===== config.mk =====
export PLATFORM = sky130hd
export DESIGN_NAME = deadline_timer_min_heap
export DESIGN_NICKNAME = d
export VERILOG_FILES = /design/src/hdl/dtmh_pkg.sv /design/src/hdl/dtmh_ram.sv /design/src/hdl/dtmh_ctrl.sv /design/src/hdl/dtmh_dp.sv /design/src/hdl/deadline_timer_min_heap.sv
export SDC_FILE = /design/constraint.sdc
export NUM_CORES = 2
export LEC_CHECK = 0
export BUFFER_PORTS_ARGS = -buffer_cell sky130_fd_sc_hd__buf_4
export CORE_MARGIN = 2
export CORE_UTILIZATION = 35
export DETAILED_ROUTE_END_ITERATION = 12
export GPL_TIMING_DRIVEN = 0
export HOLD_SLACK_MARGIN = 0.1
export PLACE_DENSITY = 0.53
export SLEW_MARGIN = 10
export SYNTH_ARGS = -nofsm -noshare
export SYNTH_HDL_FRONTEND = slang
export SYNTH_HIERARCHICAL = 1
export SYNTH_SLANG_ARGS = --single-unit

===== constraint.sdc =====
create_clock -name clk -period 28.1 [get_ports clk]
set_clock_uncertainty 0.15 [all_clocks]
set_input_delay 1.405 -clock clk [delete_from_list [all_inputs] [get_ports clk]]
set_output_delay 1.405 -clock clk [all_outputs]
set_load 0.05 [all_outputs]

===== src/hdl/dtmh_pkg.sv =====
`timescale 1ns / 1ps
// ----------------------------------------------------------------------------
// dtmh_pkg
// shared constants, codes and control types of the deadline timer heap
// ----------------------------------------------------------------------------
package dtmh_pkg;

  localparam int MAX_TIMERS_DEF = 16;
  localparam int NUM_IDS        = 16;
  localparam int ID_W           = 4;
  localparam int US_W           = 32;
  localparam int DL_W           = 64;
  localparam int PERIOD_W       = 42;
  localparam int COUNT_W        = 5;
  localparam int MAX_RESULTS    = 16;
  localparam int FCNT_W         = 5;
  localparam int FIDX_W         = 4;
  localparam int IN_TDATA_W     = 104;
  localparam int OUT_TDATA_W    = 80;
  localparam int ENTRY_W        = DL_W + ID_W;

  localparam logic [PERIOD_W-1:0] NS_PER_US = PERIOD_W'(1000);

  localparam logic [1:0] CMD_ARM    = 2'd0;
  localparam logic [1:0] CMD_DISARM = 2'd1;
  localparam logic [1:0] CMD_RUN    = 2'd2;

  typedef enum logic [3:0] {
    S_IDLE, S_DECODE, S_LOAD, S_UP_RD, S_UP_CMP, S_DN_RD, S_DN_CMP,
    S_PLACE, S_RUN_RD, S_RUN_CMP, S_FIN_RD, S_FIN, S_EMIT
  } state_t;

  typedef enum logic [3:0] {
    OP_NONE, OP_ACCEPT, OP_ARM_OLD, OP_ARM_NEW, OP_ARM_FULL, OP_DIS_MOVE,
    OP_DIS_TAIL, OP_LOAD, OP_UP_SWAP, OP_DN_SWAP, OP_PLACE, OP_FIRE,
    OP_ROOT, OP_EMIT
  } op_t;

  typedef enum logic [2:0] {
    RD_NONE, RD_PARENT, RD_CHILD, RD_ROOT, RD_TAIL
  } rd_sel_t;

  typedef struct packed {
    op_t     op;
    rd_sel_t rd;
  } dtmh_cmd_t;

  typedef struct packed {
    logic [1:0] cmd;
    logic       armed;
    logic       full;
    logic       dis_move;
    logic       pos_zero;
    logic       moved;
    logic       up_swap;
    logic       l_out;
    logic       dn_swap;
    logic       size_zero;
    logic       fcount_max;
    logic       run_fire;
    logic       emit_last;
  } dtmh_stat_t;

endpackage


===== src/hdl/dtmh_ram.sv =====
`timescale 1ns / 1ps
// ----------------------------------------------------------------------------
// dtmh_ram
// generic ram, one write port, two registered read ports
// ----------------------------------------------------------------------------
module dtmh_ram #(
  parameter int WIDTH = 8,
  parameter int DEPTH = 16
) (
  input  logic                     clk,
  input  logic                     we,
  input  logic [$clog2(DEPTH)-1:0] waddr,
  input  logic [WIDTH-1:0]         wdata,
  input  logic [$clog2(DEPTH)-1:0] ra,
  input  logic [$clog2(DEPTH)-1:0] rb,
  output logic [WIDTH-1:0]         qa,
  output logic [WIDTH-1:0]         qb
);

  logic [WIDTH-1:0] mem [DEPTH];

  always_ff @(posedge clk) begin
    if (we) begin
      mem[waddr] <= wdata;
    end
  end

  always_ff @(posedge clk) begin
    qa <= mem[ra];
    qb <= mem[rb];
  end

endmodule


===== src/hdl/dtmh_ctrl.sv =====
`timescale 1ns / 1ps
// ----------------------------------------------------------------------------
// dtmh_ctrl
// sequencer for arm, disarm, run and result delivery
// ----------------------------------------------------------------------------
module dtmh_ctrl
  import dtmh_pkg::*;
(
  input  logic       clk,
  input  logic       rst,
  input  logic       in_valid,
  output logic       in_ready,
  output logic       out_valid,
  input  logic       out_ready,
  input  dtmh_stat_t stat,
  output dtmh_cmd_t  cmd
);

  state_t state, state_next;

  always_ff @(posedge clk) begin
    if (rst) begin
      state <= S_IDLE;
    end else begin
      state <= state_next;
    end
  end

  always_comb begin
    state_next = state;
    case (state)
      S_IDLE:   if (in_valid) state_next = S_DECODE;
      S_DECODE: begin
        case (stat.cmd)
          CMD_ARM: begin
            if (stat.armed || !stat.full) state_next = S_UP_RD;
            else state_next = S_FIN_RD;
          end
          CMD_DISARM: begin
            if (stat.armed && stat.dis_move) state_next = S_LOAD;
            else state_next = S_FIN_RD;
          end
          CMD_RUN: state_next = S_RUN_RD;
          default: state_next = S_FIN_RD;
        endcase
      end
      S_LOAD:   state_next = S_UP_RD;
      S_UP_RD: begin
        if (!stat.pos_zero) state_next = S_UP_CMP;
        else if (stat.moved) state_next = S_PLACE;
        else state_next = S_DN_RD;
      end
      S_UP_CMP: begin
        if (stat.up_swap) state_next = S_UP_RD;
        else if (stat.moved) state_next = S_PLACE;
        else state_next = S_DN_RD;
      end
      S_DN_RD:  state_next = stat.l_out ? S_PLACE : S_DN_CMP;
      S_DN_CMP: state_next = stat.dn_swap ? S_DN_RD : S_PLACE;
      S_PLACE:  state_next = (stat.cmd == CMD_RUN) ? S_RUN_RD : S_FIN_RD;
      S_RUN_RD: state_next = (stat.size_zero || stat.fcount_max) ? S_FIN_RD : S_RUN_CMP;
      S_RUN_CMP: state_next = stat.run_fire ? S_DN_RD : S_FIN_RD;
      S_FIN_RD: state_next = S_FIN;
      S_FIN:    state_next = S_EMIT;
      S_EMIT:   if (out_ready && stat.emit_last) state_next = S_IDLE;
      default:  state_next = S_IDLE;
    endcase
  end

  always_comb begin
    cmd.op    = OP_NONE;
    cmd.rd    = RD_NONE;
    in_ready  = 1'b0;
    out_valid = 1'b0;
    case (state)
      S_IDLE: begin
        in_ready = 1'b1;
        if (in_valid) cmd.op = OP_ACCEPT;
      end
      S_DECODE: begin
        case (stat.cmd)
          CMD_ARM: begin
            if (stat.armed) cmd.op = OP_ARM_OLD;
            else if (stat.full) cmd.op = OP_ARM_FULL;
            else cmd.op = OP_ARM_NEW;
          end
          CMD_DISARM: begin
            if (stat.armed && stat.dis_move) begin
              cmd.op = OP_DIS_MOVE;
              cmd.rd = RD_TAIL;
            end else if (stat.armed) begin
              cmd.op = OP_DIS_TAIL;
            end
          end
          default: cmd.op = OP_NONE;
        endcase
      end
      S_LOAD:    cmd.op = OP_LOAD;
      S_UP_RD:   if (!stat.pos_zero) cmd.rd = RD_PARENT;
      S_UP_CMP:  if (stat.up_swap) cmd.op = OP_UP_SWAP;
      S_DN_RD:   if (!stat.l_out) cmd.rd = RD_CHILD;
      S_DN_CMP:  if (stat.dn_swap) cmd.op = OP_DN_SWAP;
      S_PLACE:   cmd.op = OP_PLACE;
      S_RUN_RD:  if (!(stat.size_zero || stat.fcount_max)) cmd.rd = RD_ROOT;
      S_RUN_CMP: if (stat.run_fire) cmd.op = OP_FIRE;
      S_FIN_RD:  cmd.rd = RD_ROOT;
      S_FIN:     cmd.op = OP_ROOT;
      S_EMIT: begin
        out_valid = 1'b1;
        cmd.op    = OP_EMIT;
      end
      default:   cmd.op = OP_NONE;
    endcase
  end

endmodule


===== src/hdl/dtmh_dp.sv =====
`timescale 1ns / 1ps
// ----------------------------------------------------------------------------
// dtmh_dp
// heap storage, timer tables, sift datapath and result buffer
// ----------------------------------------------------------------------------
module dtmh_dp
  import dtmh_pkg::*;
#(
  parameter int MAX_TIMERS = MAX_TIMERS_DEF
) (
  input  logic               clk,
  input  logic               rst,
  input  dtmh_cmd_t          cmd,
  output dtmh_stat_t         stat,
  input  logic               out_ready,
  input  logic [1:0]         in_command,
  input  logic [ID_W-1:0]    in_timer_id,
  input  logic [US_W-1:0]    in_period_us,
  input  logic [DL_W-1:0]    in_now_ns,
  output logic               status,
  output logic               fired,
  output logic [ID_W-1:0]    fired_timer,
  output logic [DL_W-1:0]    next_deadline,
  output logic [COUNT_W-1:0] armed_count,
  output logic               last
);

  localparam int IW = $clog2(MAX_TIMERS);
  localparam int SW = $clog2(MAX_TIMERS + 1);
  localparam int CW = IW + 2;

  logic [1:0]          cmd_r;
  logic [ID_W-1:0]     id_r;
  logic [DL_W-1:0]     now_r;
  logic [PERIOD_W-1:0] per_r;
  logic                status_r;
  logic [DL_W-1:0]     cur_dl;
  logic [ID_W-1:0]     cur_own;
  logic [IW-1:0]       pos;
  logic                moved;
  logic [SW-1:0]       size;
  logic [NUM_IDS-1:0]  armed;
  logic [IW-1:0]       slot [NUM_IDS];
  logic [PERIOD_W-1:0] period [NUM_IDS];
  logic [ID_W-1:0]     fifo [MAX_RESULTS];
  logic [FCNT_W-1:0]   fcount;
  logic [FIDX_W-1:0]   idx;
  logic [DL_W-1:0]     root_r;

  logic                we;
  logic [IW-1:0]       waddr;
  logic [ENTRY_W-1:0]  wdata;
  logic [IW-1:0]       ra, rb;
  logic [ENTRY_W-1:0]  qa, qb;
  logic [DL_W-1:0]     qa_dl, qb_dl;
  logic [ID_W-1:0]     qa_own, qb_own;

  logic [CW-1:0]       l_ext, r_ext;
  logic [IW-1:0]       parent;
  logic [IW-1:0]       slot_id;
  logic                r_ok;
  logic                pick_l, pick_r;
  logic [DL_W-1:0]     best_dl;
  logic [ENTRY_W-1:0]  best_q;
  logic [IW-1:0]       best_pos;
  logic [DL_W-1:0]     arm_dl;
  logic [DL_W-1:0]     fire_dl;

  dtmh_ram #(
    .WIDTH (ENTRY_W),
    .DEPTH (MAX_TIMERS)
  ) u_heap (
    .clk   (clk),
    .we    (we),
    .waddr (waddr),
    .wdata (wdata),
    .ra    (ra),
    .rb    (rb),
    .qa    (qa),
    .qb    (qb)
  );

  assign qa_dl  = qa[DL_W-1:0];
  assign qa_own = qa[ENTRY_W-1:DL_W];
  assign qb_dl  = qb[DL_W-1:0];
  assign qb_own = qb[ENTRY_W-1:DL_W];

  assign l_ext   = {1'b0, pos, 1'b1};
  assign r_ext   = l_ext + CW'(1);
  assign parent  = IW'((pos - IW'(1)) >> 1);
  assign slot_id = slot[id_r];
  assign r_ok    = r_ext < CW'(size);
  assign arm_dl  = now_r + DL_W'(per_r);
  assign fire_dl = now_r + DL_W'(period[qa_own]);

  // smaller child, ties to the left
  always_comb begin
    pick_l   = qa_dl < cur_dl;
    best_dl  = pick_l ? qa_dl : cur_dl;
    pick_r   = r_ok && (qb_dl < best_dl);
    best_q   = pick_r ? qb : qa;
    best_pos = pick_r ? r_ext[IW-1:0] : l_ext[IW-1:0];
  end

  always_comb begin
    case (cmd.rd)
      RD_PARENT: ra = parent;
      RD_CHILD:  ra = l_ext[IW-1:0];
      RD_TAIL:   ra = IW'(size - SW'(1));
      default:   ra = '0;
    endcase
    rb = r_ext[IW-1:0];
  end

  always_comb begin
    we    = 1'b0;
    waddr = pos;
    wdata = {cur_own, cur_dl};
    case (cmd.op)
      OP_UP_SWAP: begin
        we    = 1'b1;
        wdata = qa;
      end
      OP_DN_SWAP: begin
        we    = 1'b1;
        wdata = best_q;
      end
      OP_PLACE:   we = 1'b1;
      default:    we = 1'b0;
    endcase
  end

  always_comb begin
    stat.cmd        = cmd_r;
    stat.armed      = armed[id_r];
    stat.full       = CW'(size) >= CW'(MAX_TIMERS);
    stat.dis_move   = ({2'b00, slot_id} + CW'(1)) < CW'(size);
    stat.pos_zero   = pos == '0;
    stat.moved      = moved;
    stat.up_swap    = qa_dl > cur_dl;
    stat.l_out      = l_ext >= CW'(size);
    stat.dn_swap    = pick_l || pick_r;
    stat.size_zero  = size == '0;
    stat.fcount_max = fcount == FCNT_W'(MAX_RESULTS);
    stat.run_fire   = (qa_dl != '0) && (qa_dl < now_r);
    stat.emit_last  = (fcount == '0) || ({1'b0, idx} == fcount - FCNT_W'(1));
  end

  always_ff @(posedge clk) begin
    if (rst) begin
      size   <= '0;
      armed  <= '0;
      fcount <= '0;
      idx    <= '0;
    end else begin
      case (cmd.op)
        OP_ACCEPT: begin
          fcount <= '0;
          idx    <= '0;
        end
        OP_ARM_NEW: begin
          armed[id_r] <= 1'b1;
          size        <= size + SW'(1);
        end
        OP_DIS_MOVE, OP_DIS_TAIL: begin
          armed[id_r] <= 1'b0;
          size        <= size - SW'(1);
        end
        OP_FIRE:   fcount <= fcount + FCNT_W'(1);
        OP_EMIT:   if (out_ready) idx <= idx + FIDX_W'(1);
        default:   idx <= idx;
      endcase
    end
  end

  always_ff @(posedge clk) begin
    case (cmd.op)
      OP_ACCEPT: begin
        cmd_r    <= in_command;
        id_r     <= in_timer_id;
        now_r    <= in_now_ns;
        per_r    <= PERIOD_W'(in_period_us) * NS_PER_US;
        status_r <= 1'b0;
        moved    <= 1'b0;
      end
      OP_ARM_OLD: begin
        period[id_r] <= per_r;
        cur_dl       <= arm_dl;
        cur_own      <= id_r;
        pos          <= slot_id;
      end
      OP_ARM_NEW: begin
        period[id_r] <= per_r;
        cur_dl       <= arm_dl;
        cur_own      <= id_r;
        pos          <= size[IW-1:0];
      end
      OP_ARM_FULL: status_r <= 1'b1;
      OP_DIS_MOVE: pos <= slot_id;
      OP_LOAD: begin
        cur_dl  <= qa_dl;
        cur_own <= qa_own;
      end
      OP_UP_SWAP: begin
        slot[qa_own] <= pos;
        pos          <= parent;
        moved        <= 1'b1;
      end
      OP_DN_SWAP: begin
        slot[best_q[ENTRY_W-1:DL_W]] <= pos;
        pos                          <= best_pos;
      end
      OP_PLACE:   slot[cur_own] <= pos;
      OP_FIRE: begin
        cur_dl                    <= fire_dl;
        cur_own                   <= qa_own;
        pos                       <= '0;
        moved                     <= 1'b0;
        fifo[fcount[FIDX_W-1:0]]  <= qa_own;
      end
      OP_ROOT:    root_r <= (size == '0) ? '0 : qa_dl;
      default:    root_r <= root_r;
    endcase
  end

  assign status        = status_r;
  assign fired         = fcount != '0;
  assign fired_timer   = (fcount != '0) ? fifo[idx] : '0;
  assign next_deadline = root_r;
  assign armed_count   = COUNT_W'(size);
  assign last          = stat.emit_last;

endmodule


===== src/hdl/deadline_timer_min_heap.sv =====
`timescale 1ns / 1ps
// ----------------------------------------------------------------------------
// deadline_timer_min_heap
// periodic timer scheduler on a binary min-heap of nanosecond deadlines
// ----------------------------------------------------------------------------
// One request at a time: arm (command 0) sets a timer's period to
// period_us*1000 ns and its deadline to now_ns+period, sifting it into the
// heap; disarm (command 1) pulls a timer out and refills its slot with the
// tail entry; run (command 2) fires the root timer while its deadline
// is nonzero and below now_ns, up to sixteen, re-arming each at
// now_ns+period. Each request gives one result, or one per fired timer for
// run, and every result of a request carries the heap minimum and size
// after the whole request. The sift sequencer moves an entry one heap level
// per read state and compare state, through a ram with a registered read;
// an arm or a disarm that places an entry repeats that pair of states for
// each level the entry moves, and a run repeats the sift per fired timer.
// A new request is taken only after the last result of the previous one
// has been taken downstream.
module deadline_timer_min_heap
  import dtmh_pkg::*;
#(
  parameter int MAX_TIMERS = MAX_TIMERS_DEF
) (
  input  logic                   clk,
  input  logic                   rst,
  // request channel
  input  logic                   s_axis_tvalid,
  output logic                   s_axis_tready,
  // command[1:0], timer_id[5:2], period_us[37:6], now_ns[101:38], zero fill
  input  logic [IN_TDATA_W-1:0]  s_axis_tdata,
  // result channel
  output logic                   m_axis_tvalid,
  input  logic                   m_axis_tready,
  // status[0], fired_timer[4:1], next_deadline[68:5], armed_count[73:69], zero fill
  output logic [OUT_TDATA_W-1:0] m_axis_tdata,
  // fired[0]
  output logic                   m_axis_tuser,
  // last result of the request
  output logic                   m_axis_tlast
);

  dtmh_cmd_t  cmd;
  dtmh_stat_t stat;

  logic               status;
  logic               fired;
  logic [ID_W-1:0]    fired_timer;
  logic [DL_W-1:0]    next_deadline;
  logic [COUNT_W-1:0] armed_count;
  logic               last;

  // sequencer: decode, sift steps, run loop, result delivery
  dtmh_ctrl u_ctrl (
    .clk       (clk),
    .rst       (rst),
    .in_valid  (s_axis_tvalid),
    .in_ready  (s_axis_tready),
    .out_valid (m_axis_tvalid),
    .out_ready (m_axis_tready),
    .stat      (stat),
    .cmd       (cmd)
  );

  // heap ram, per-timer tables, comparators and fired-id buffer
  dtmh_dp #(
    .MAX_TIMERS (MAX_TIMERS)
  ) u_dp (
    .clk           (clk),
    .rst           (rst),
    .cmd           (cmd),
    .stat          (stat),
    .out_ready     (m_axis_tready),
    .in_command    (s_axis_tdata[1:0]),
    .in_timer_id   (s_axis_tdata[5:2]),
    .in_period_us  (s_axis_tdata[37:6]),
    .in_now_ns     (s_axis_tdata[101:38]),
    .status        (status),
    .fired         (fired),
    .fired_timer   (fired_timer),
    .next_deadline (next_deadline),
    .armed_count   (armed_count),
    .last          (last)
  );

  // result packing, lowest field first
  assign m_axis_tdata = {6'b0, armed_count, next_deadline, fired_timer, status};
  assign m_axis_tuser = fired;
  assign m_axis_tlast = last;

endmodule


---- Word-level counts from Yosys, hierarchy flattened ----
Memories as Yosys holds them, arrays and structs flattened. A register that Yosys moved wholly into a read port is not among the register bits.
Index checks and enable logic that the tools add are counted.
operators by class
  $lt $le $gt $ge ......................... 10
  multipliers ............................. 1
  eq/ne operators ......................... 35
  reductions and logical operators ........ 35
  bitwise operators ....................... 4
  $add $sub $neg .......................... 10
  multiplexer cells ....................... 77
operator list
  operator                                                              count
  64-bit < comparator                                                   3
  64-bit one-hot mux with 3 select lines                                1
  68-bit one-hot mux with 2 select lines                                1
  64-bit by 42-bit adder with 64-bit output                             2
  4-bit two-way mux                                                     21
  68-bit two-way mux                                                    1
  64-bit greater-than comparator                                        1
  64-bit two-way mux                                                    1
  64-bit nonzero test                                                   1
  4-bit one-hot mux with 13 select lines                                1
  4-bit == test, second input constant                                  11
  32-bit by 7-bit multiplier with 39-bit output, second input constant  1
  39-bit two-way mux                                                    1
  4-bit one-hot mux with 9 select lines                                 1
  4-bit by 3-bit == test with 1-bit output, second input constant       8
  16-bit one-hot mux with 2 select lines                                1
  1-bit two-way mux                                                     24
  4-bit one-hot mux with 2 select lines                                 3
  4-bit one-hot mux with 3 select lines                                 2
  4-bit one-hot mux with 5 select lines                                 1
  5-bit one-hot mux with 2 select lines                                 2
  16-bit AND                                                            1
  4-bit by 2-bit == test with 1-bit output, second input constant       4
  16-bit NOT                                                            1
  other kinds (42)                                                      78
word-level totals
  memories kept ........................... 4
  register bits after elaboration ......... 281
  bits in writable memories ............... 1840
  logic and storage cells ................. 191
  input port bits ......................... 108
memory list
  name             words  bits a word  rd ports  clocked after Yosys merged registers in  write ports  RTL line        source
  u_dp.u_heap.mem  16     68           2         2                                        1            dtmh_ram.sv:20  logic [WIDTH-1:0] mem [DEPTH];
  u_dp.period      16     39           1         0                                        1            dtmh_dp.sv:44   logic [PERIOD_W-1:0] period [NUM_IDS];
  u_dp.fifo        16     4            1         1                                        1            dtmh_dp.sv:45   logic [ID_W-1:0] fifo [MAX_RESULTS];
  u_dp.slot        16     4            1         1                                        1            dtmh_dp.sv:43   logic [IW-1:0] slot [NUM_IDS];

---- Depth between registers and ports, before layout ----
  depth in word-level cells ............... 13
  gate-level depth with buffers ........... 43
  gate-level depth less buffers ........... 38

---- By module ----
Netlist, hierarchy kept.
by module, submodules not included
  module                   instances  cells an instance  area an instance (µm²)  seq. area each (µm²)
  dtmh_dp                  1          3784               53915.5                 30759.5
  dtmh_ram                 1          2389               51176.6                 35393.9
  dtmh_ctrl                1          100                664.4                   80.1
  deadline_timer_min_heap  1          8                  56.3                    0.0

---- Worst setup path after synthesis ----
Ideal clock, no wire load.
  kind .................................... register to register
  from .................................... reg u_dp.cur_dl[1]
  to ...................................... mem u_dp/u_heap/mem[0][0] (netlist bit) (enable)
  arrival time ............................ 11.040 ns
  library setup time ...................... 0.578 ns
  buffers on the path ..................... 3
  stages on the path, launching flop included .. 26
  path slack .............................. 16.332 ns
  cells stage by stage .................... edfxtp_1 > inv_1 > ha_1 > nor2b_1 > o211ai_1 > a2111oi_0 > or4_4 > a2111oi_4 > and2_1 > clkbuf_1 > clkbuf_1 > a21oi_1 > ha_1 > and4_1 > nand3_1 > or3_1 > or4_4 > a2111oi_4 > nor3_4 > or2_2 > a311oi_1 > o221ai_1 > clkbuf_1 > a21oi_1 > or3b_2 > nor3_1
RTL lines
  item                      RTL line        source
  start: declaration        dtmh_dp.sv:37   logic [DL_W-1:0] cur_dl;
  start signal: assignment  dtmh_dp.sv:188  cur_dl <= arm_dl;
  start signal: assignment  dtmh_dp.sv:194  cur_dl <= arm_dl;
  start signal: assignment  dtmh_dp.sv:201  cur_dl <= qa_dl;
  end: declaration          dtmh_ram.sv:20

==> impl_metrics.csv <==
group,metric,value,unit
logic_synthesis,synth_top_area_share,59.2,%
cells_and_area,area_growth,16.2,%
cells_and_area,multi_input_area,37600,sq um
outcome,status,"finished, final reports clean",
critical_path,endpoint,"u_dp/cur_dl[62]",
clocking,cts_hold_repair.buffers,0,
critical_path,slowest_stage,"dfxtp_1",
clocking,cts_root_buffer,"clkbuf_16",
critical_path,reg2reg_from,"u_dp/u_heap/qa[5]",
logic_synthesis,ys.flop_type,"edfxtp_1",
hold_path,hold_class,"reg -> reg",
critical_path,worstPathMaxFanout,10,
detailed_routing,drt-initial-drc-count,8132,
critical_path,slowest_delay,1.10,ns
logic_synthesis,synth_common_cells,"edfxtp_1 (2,087), mux4_2 (784), nand2_1 (423)",
floorplanning,die_h,554,um
clocking,cts.repair.resized,0,
logic_synthesis,ys_ff_latch,2265,
timing,finalHoldViolCount,0,
timing,setup_viol,0,
job,cap_violations,0,
floorplanning,ios,192,
global_route,grt_antenna_before_repair,21,
clocking,cts_tree,"done",
clocking,path_clk_slew,0.07,ns
detailed_routing,wirelength,348000,um
global_route,grt_start_max_net_pins,64,
critical_path,reg2reg_setup_slack,11.60,ns
cells_and_area,seq_area,66200,sq um
global_route,first_global_vias,64900,
timing,tns,0,ns
placed_design,place_congestion,0.885,
logic_synthesis,avgSynthCellArea,16.8,sq um
logic_synthesis,synth_warnings,6,
detailed_routing,post_drt_wl_per_cell,31.5,um
floorplanning,die_area,307000,sq um
logic_synthesis,synthTopCellsByArea,"edfxtp_1 (59%), mux4_2 (17%), ha_1 (4.0%)",
logic_synthesis,synthCells,6281,
cells_and_area,final_util,40.9,%
timing,rsz0062_at_grt,"no",
timing,max_freq,0.0606,GHz
timing,tightestPinTransition,1.42,ns
placed_design,numPortBuffers,183,
clocking,clk_path_buf_depth,4,
detailed_routing,drc,0,
cells_and_area,num-nets-final,7422,
critical_path,arrival,16.98,ns
global_route,grt_pass1_wl,490000,um
logic_synthesis,synth_top_area_cell,"edfxtp_1",
critical_path,crit_top_cell,"clkbuf_1",
floorplanning,start_util,35.2,%
timing,min_period_over_period,58.7,%
critical_path,r2r_cells,39,
timing,slew-limit-headroom,5.59,%
critical_path,crit_start,"u_dp/u_heap/qa[5]",
logic_synthesis,synth-seq-area-share,62.6,%
floorplanning,die-width,554,um
clocking,insertion_delay,0.97,ns
detailed_routing,drtPass1Iterations,8,
global_route,grt_overflow,0,
power_and_ir_drop,ir_drop,0.0000749,V
floorplanning,row_count,201,
power_and_ir_drop,leakage,41.1,nW
critical_path,start_kind,"register",
logic_synthesis,syn-cell-area,106000,sq um
clocking,cts_inserted_buffers,245,
global_route,grt_usage,22.4,%
logic_synthesis,yosysMostFrequentCell,"edfxtp_1",
timing,drv_slew,0,
critical_path,crit_path_end_kind,"register",
placed_design,hpwl,247000,um
detailed_routing,ant_nets,0,
power_and_ir_drop,p_total,15.0,mW
clocking,postCtsSetupBuffers,0,
clocking,clock_sinks,2265,
critical_path,reg2reg_to,"u_dp/cur_dl[62]",
critical_path,path_class,"reg -> reg",
logic_synthesis,netlist-cell-type-count,83,
detailed_routing,num_vias,64500,
floorplanning,core,300000,sq um
cells_and_area,num-fill-cells,27300,
clocking,htreeDepth,4,
logic_synthesis,synth-edff-count,2087,
cells_and_area,drive_gt1_share,23.4,%
logic_synthesis,synthArstFlopShare,0,%
power_and_ir_drop,p_per_area,122,nW/um^2
detailed_routing,vias_per_cell,5.84,
timing,timing.final.crit_period,16.50,ns
critical_path,required,28.58,ns
-- how the worst min path moves through the flow --
stage	startpoint	to	slack, ns	cells after the start
final	register	register	0.32	2
after global routing	register	register	0.35	2
after CTS	register	register	0.32	2
after detailed placement	register	register	0.32	2
after global placement	register	register	0.31	2
after floorplan	register	register	0.30	2
-- through the flow --
stage	hold slack (ns)	instance area, sq um	instances	setup WS [ns]
final	0.325	123000	11000	11.60
after global routing	0.347	123000	11000	11.53
after CTS	0.324	123000	11000	12.36
after detailed placement	0.316	115000	10600	12.41
after global placement	0.308	112000	10400	3.04
after floorplan	0.296	106000	6287	16.33
-- registers in the layout, indices dropped and copies added, names as in the netlist, named ones only --
| name | flops |
|---|---|
| u_dp/u_heap/mem | 1088 |
| u_dp/period | 624 |
| u_dp/u_heap/qa | 68 |
| u_dp/u_heap/qb | 68 |
| u_dp/cur_dl | 64 |
| u_dp/fifo | 64 |
| u_dp/next_deadline | 64 |
| u_dp/now_r | 64 |
| u_dp/slot | 64 |
| u_dp/per_r | 39 |
| u_dp/armed_count | 5 |
| u_dp/fcount | 5 |
| u_ctrl/state | 4 |
| u_dp/cur_own | 4 |
| u_dp/id_r | 4 |
| u_dp/idx | 4 |
| u_dp/pos | 4 |
| u_dp/cmd_r | 2 |
| u_dp/moved | 1 |
| u_dp/status | 1 |
-- power breakdown --
part / leakage (nW) / switching, mW / internal (mW) / total (mW)
combinational: 16.9 / 4.04 / 2.31 / 6.35
sequential: 20.3 / 0.635 / 4.72 / 5.36
clock: 3.90 / 1.37 / 1.88 / 3.25
-- metal layers --
metal	GRT usage, %	vias up	routed length (um)
met4	8.33	8	13700
met2	34.5	3093	158000
met1	31.4	34200	146000
li1	-	26600	-
met5	0	-	51
met3	4.14	571	29500
-- layout make-up --
class                      count  share of cell area (%)
clock inverter               125                    1.10
clock buffer                 328                    5.46
tap                         3958                    4.03
timing repair buffer         323                    3.04
antenna                       10                  0.0204
sequential                  2265                    53.9
multi-input combinational   3472                    30.6
inverter                     199                   0.612
buffer                       351                    1.26
-- worst max-delay path: cells and delay by family (launching register included) --
family                   cells  cell delay, ns
AO/OA/AOI/OAI               14            4.99
XOR/XNOR                     1            0.31
adder cells (fa/ha/maj)      3            0.99
buffers and inverters        5            3.06
flip-flops                   1            1.10
AND/OR/NAND/NOR             16            5.50
-- cell usage in the layout (no fill, tap or decap), types with 36 or more instances in the layout --
cell          n
xnor2_1      63
buf_12       55
a221o_1      68
edfxtp_1   2087
mux4_2      784
nand3_1      60
fa_1        119
buf_2        62
nor3_1       47
nor2_1      253
ha_1        338
clkbuf_1    261
dfxtp_1     178
inv_1       198
o21ai_0     137
buf_1        46
a21oi_1     239
nand2_1     423
nand4_1      42
clkinv_2     38
nor2b_1     100
a21o_1       81
clkbuf_16   247
buf_4       249
a22oi_1     276
xor2_1       36
-- logic make-up (layout without fill, tap and decap cells) --
kind of cell / after synthesis / count (layout) / share of synthesized area (%)
AOI/OAI and AO/OA: 968 / 968 / 6.25
xor gates and xnor gates: 99 / 99 / 0.819
adders and majority gates: 457 / 457 / 6.25
buffers and inverters: 550 / 1326 / 2.16
DFF: 2265 / 2265 / 62.6
muxes: 791 / 791 / 16.8
other: 2 / 18 / 0.00710
and+or+nand+nor: 1149 / 1149 / 5.17
(Power assumes the default switching activity.)
